<file path="config.mk">
export PLATFORM = sky130hd
export DESIGN_NAME = a2d_mulq
export DESIGN_NICKNAME = d
export VERILOG_FILES = /design/src/rtl/affine_2d_transform_unit_defines.svh /design/src/rtl/a2d_mulq.sv
export SDC_FILE = /design/constraint.sdc
export NUM_CORES = 2
export LEC_CHECK = 0
export BUFFER_PORTS_ARGS = -buffer_cell sky130_fd_sc_hd__buf_2
export CORE_UTILIZATION = 57
export CTS_BUF_LIST = sky130_fd_sc_hd__clkbuf_8
export DETAILED_ROUTE_END_ITERATION = 10
export PLACE_DENSITY = 0.74
export SLEW_MARGIN = 20
export SYNTH_ARGS = -nofsm -noshare
export SYNTH_HDL_FRONTEND = slang
export SYNTH_SLANG_ARGS = --single-unit
</file>
<file path="constraint.sdc">
create_clock -name i_clk -period 9.32 [get_ports i_clk]
set_input_delay 0.466 -clock i_clk [delete_from_list [all_inputs] [get_ports i_clk]]
set_output_delay 0.466 -clock i_clk [all_outputs]
set_load 0.02 [all_outputs]
</file>
<file path="src/rtl/affine_2d_transform_unit_defines.svh">
// ---------------------------------------------------------------------------
// Assertion macros for the affine 2D transform unit
// Shared clocked assertion forms, compiled out under SYNTHESIS.
// ---------------------------------------------------------------------------
`ifndef AFFINE_2D_TRANSFORM_UNIT_DEFINES_SVH
`define AFFINE_2D_TRANSFORM_UNIT_DEFINES_SVH
`ifndef SYNTHESIS
`define A2D_ASSERT(lbl, prop) \
    lbl: assert property (@(posedge i_clk) disable iff (!i_rst_n) (prop)) \
        else $error("a2d assertion failed");
`define A2D_ASSERT_IMP(lbl, ante, cons) \
    lbl: assert property (@(posedge i_clk) disable iff (!i_rst_n) (ante) |-> (cons)) \
        else $error("a2d implication failed");
`else
`define A2D_ASSERT(lbl, prop)
`define A2D_ASSERT_IMP(lbl, ante, cons)
`endif
`endif

</file>
<file path="src/rtl/a2d_mulq.sv">
// ---------------------------------------------------------------------------
// a2d_mulq
// Shared signed multiplier with round-half-up to FRAC_BITS, registered.
// ---------------------------------------------------------------------------
module a2d_mulq #(
    parameter int FRAC_BITS = 16
) (
    input  logic               i_clk,
    input  logic               i_en,
    input  logic signed [32:0] i_op_a,
    input  logic signed [32:0] i_op_b,
    output logic signed [65:0] o_res
);

    logic signed [65:0] r_res;
    logic signed [65:0] w_prod;

    assign w_prod = (i_op_a * i_op_b) + (66'sd1 <<< (FRAC_BITS - 1));

    always_ff @(posedge i_clk) begin
        if (i_en) begin
            r_res <= w_prod >>> FRAC_BITS;
        end
    end

    assign o_res = r_res;

endmodule

</file>
==> Word level (Yosys, flattened, before mapping) <==
Cells that the tools add are included.
{ "op_classes": {"n_addsub": 1, "mul": 1} }
{ "op_table": {"columns": ["operator", "count"], "rows": [
  ["$add 66x17->66 const B", 1],
  ["$mul 33x33->66", 1]
]} }
{ "totals": {"ff_bits": 50, "inputBits": 68, "output_inout_bits": 66, "word_cells": 3} }

==> Logic depth before layout (Yosys ltp) <==
{ "logic_depth": {"word_depth": 2, "depth_mapped": 30} }

==> Worst setup path after synthesis <==
Ideal clock, no wire load.
{ "synth_timing": {"path_kind": "in2reg", "start": "input i_op_a[32]", "end": "register o_res[49] (netlist name)", "setup_time_ns": 0.260, "t_arrival_ns": 7.472, "path_slack_ns": 1.588, "cell_stages": 26, "path_buffers": 1, "cell_sequence": "clkbuf_1 nand2_1 inv_1 fa_1 inv_1 fa_1 inv_1 fa_1 fa_1 fa_1 fa_1 fa_1 inv_1 fa_1 inv_1 ha_1 a21oi_1 nand2_1 a21oi_1 o21ai_0 a31oi_1 o221ai_1 a21o_1 a21oi_2 o21bai_1 xnor2_1"} }
{ "synth_via": {"elab_chain_cells": 2} }
{ "synth_lines": {"columns": ["element", "line_no", "source"], "rows": [
  ["start: declaration", "a2d_mulq.sv:10", "input logic signed [32:0] i_op_a,"],
  ["$mul 33x33->66", "a2d_mulq.sv:18", "assign w_prod = (i_op_a * i_op_b) + (66'sd1 <<< (FRAC_BITS - 1));"],
  ["$add 66x17->66", "a2d_mulq.sv:18", null],
  ["via w_prod[65]", "a2d_mulq.sv:16", "logic signed [65:0] w_prod;"]
]} }
The timed path passes the listed nets, and every way through them passes these cells.
A chain may end at the register's enable or synchronous reset.

==> Worst setup path after layout <==
{ "layout_timing": {"start": "input i_op_b[9]", "end": "register o_res[49] (netlist name)"} }
{ "layout_via": {"elab_chain_cells": 2} }
{ "layout_lines": {"columns": ["element", "line_no", "source"], "rows": [
  ["start: declaration", "a2d_mulq.sv:11", "input logic signed [32:0] i_op_b,"],
  ["$mul 33x33->66", "a2d_mulq.sv:18", null],
  ["$add 66x17->66", "a2d_mulq.sv:18", null],
  ["via w_prod[65]", "a2d_mulq.sv:16", null]
]} }
The timed path passes the listed nets, and every way through them passes these cells.

==> impl_metrics.toml <==
[clocking]
post_cts_buffers = 0
clockBufferDepth = 2
cts_root_buffer = "clkbuf_8"
cts_resized = 0
ctsHtreeMaxLevel = 2
cts_tree = "built"
clkSinkCount = 50
hold_buffers = 0
clkSlewWorstSetupHoldPaths_ns = 0.11
numCtsBuffers = 5

[global_route]
grt_use_total_pct = 33.3
grt_max_degree = 51
grt_pass1_wl_um = 178000
grt_pass1_vias = 32600
grt.overflow.total = 0
antenna_found_initial = 10

[floorplanning]
dieArea_um2 = 71400
io_pins = 134
fp-row-count = 96
die_h_um = 267
initial_core_util_pct = 58.0
chipWidth_um = 267
core-area_um2 = 69100

[hold_path]
hold_path_class = "primary input to flop"
whs_path_depth = 2

[sta]
grt_setup_unrepaired = "false"
fmax_mhz = 119
worstMarginPinSlew_ns = 1.12
hold_viol = 0
fin_crit_ns = 8.43
slew_violations = 0
timing.slew.headroom_pct = 25.6
setup_violations = 0
finalSetupTns_ns = 0
fin_crit_sh_pct = 90.5
holdWs_ns = 0.795

[detailed_routing]
drt-total-wl_um = 110000
drt_iter0_drc = 1902
vias = 28400
vias_per_cell = 5.54
dr.pass1.iters = 5
ant_nets = 0
wl_per_cell_um = 21.3
route.detailed.drc = 0

[synthesis]
ys_seq_area_share_pct = 3.75
syn_inst = 4236
yosysUniqueCellTypes = 59
yosys_warnings = 0
syn_area_um2 = 40100
postSynthNetCount = 5658
synth-seq-cells = 50
synth_flop_cell = "edfxtp_1"
synth_edf_count = 50
async_reset_ff_share_pct = 0
syn_avg_cell_area_um2 = 9.46

[layout]
multi_input_area_um2 = 33400
area_growth_pct = 3.37
layout.cells.non_filler = 5134
nets = 5613
largest_register_ff_count = 50
regArea_um2 = 1500
layout_common_cells = "inv_1 (1150), fa_1 (1145), nand2_1 (558)"
fillers = 5925
final_common_cell = "inv_1"
drive_gt1_share_pct = 4.65

[run_status]
status = "finished, final reports clean"

[critical_path]
start_kind = "primary input"
end_kind = "flop"
path_max_fanout = 33
worstSetupPathType = "primary input to flop"
worstPathRequired_ns = 9.41
crit_arrival_ns = 8.52

[placed_design]
io_buffers = 133
dp_hpwl_um = 86600
dp_cells = 5115
gp_congestion = 0.937

[flow_run]
cap_viol_max_count = 0
## Yosys cell counts (2+ instances only)
| cell | n | share of area (%) |
|---|---|---|
| inv_1 | 1150 | 11 |
| a31oi_1 | 7 | 0.11 |
| and3_1 | 7 | 0.11 |
| and2_1 | 552 | 8.6 |
| edfxtp_1 | 50 | 3.7 |
| xnor2_1 | 40 | 0.87 |
| o31a_1 | 2 | 0.044 |
| nand2_1 | 558 | 5.2 |
| xor2_1 | 23 | 0.50 |
| buf_2 | 3 | 0.037 |
| a221oi_2 | 2 | 0.075 |
| nor2b_1 | 7 | 0.11 |
| nor2_1 | 58 | 0.54 |
| a31oi_4 | 2 | 0.11 |
| nand2b_1 | 8 | 0.12 |
| o21ai_1 | 10 | 0.12 |
| o221ai_1 | 2 | 0.044 |
| a211oi_1 | 5 | 0.094 |
| o21ai_0 | 27 | 0.34 |
| nor3_1 | 5 | 0.062 |
| a21o_1 | 21 | 0.39 |
| o21bai_1 | 7 | 0.13 |
| o211ai_1 | 7 | 0.13 |
| ha_1 | 209 | 6.5 |
| fa_1 | 1145 | 57 |
| clkbuf_1 | 201 | 1.9 |
| o21a_1 | 2 | 0.037 |
| buf_4 | 16 | 0.30 |
| a21oi_1 | 59 | 0.74 |
| nor4_1 | 2 | 0.031 |
| nand4_1 | 6 | 0.094 |
| nand3_1 | 16 | 0.20 |
## per-stage QoR
stage | setup WS [ns] | util, % | cell area, um2
finish | 0.887 | 60.0 | 41400
global route | 0.561 | 60.0 | 41400
CTS | 1.02 | 60.0 | 41400
detailed placement | 0.657 | 59.8 | 41300
global placement | 0.789 | 59.8 | 41300
floorplan | 1.59 | - | 40100
## logic make-up (layout without fill, tap and decap cells)
group	Yosys count	after routing	share of synthesized area [%]
other	0	11	0
xor gates and xnor gates	63	63	1.38
DFF	50	50	3.75
adders and majority gates	1354	1354	63.7
buffers and inverters	1371	1327	13.0
AOI/OAI and AO/OA	171	171	2.88
and+or+nand+nor	1227	1227	15.3
## worst max-delay path, cell delays in order
cell      delay, ns
buf_2          0.63
nand2_1        0.30
fa_1           0.81
fa_1           0.56
fa_1           0.59
inv_1          0.46
fa_1           0.54
fa_1           0.58
fa_1           0.44
fa_1           0.49
inv_1          0.04
fa_1           0.47
inv_1          0.05
ha_1           0.37
a21oi_1        0.25
nand2_1        0.11
a21oi_1        0.22
o21ai_0        0.13
a31oi_1        0.24
o221ai_1       0.14
a21o_1         0.22
a21oi_2        0.18
o21bai_1       0.09
xnor2_1        0.13
## final cells by class
type	count	share of cell area, %
multi-input cells	2815	80.5
inverters	1150	10.4
flip-flops and latches	50	3.62
well taps	931	2.81
repair buffers	169	2.26
clock buffers	5	0.166
clock inverters	3	0.118
diodes	11	0.0664
## worst paths after layout
check,from,to,slack [ns]
worst max-delay path,i_op_b[9],o_res[49],0.89
worst min-delay path,i_en,o_res[6],0.80
## per-layer routing
metal  part of all wire, %  routed length (um)  up-vias  global-route usage (%)
li1                      -                   -    11800                       -
met1                    34               37300    14800                    38.7
met2                    50               54500     1347                    57.5
met3                   7.8                8580      470                    4.82
met4                   8.4                9240        6                    22.2
met5                 0.034                  37        -                       0
Power is not shown: default switching activity piles up to over one toggle a cycle in this logic, so the estimate is an artifact.
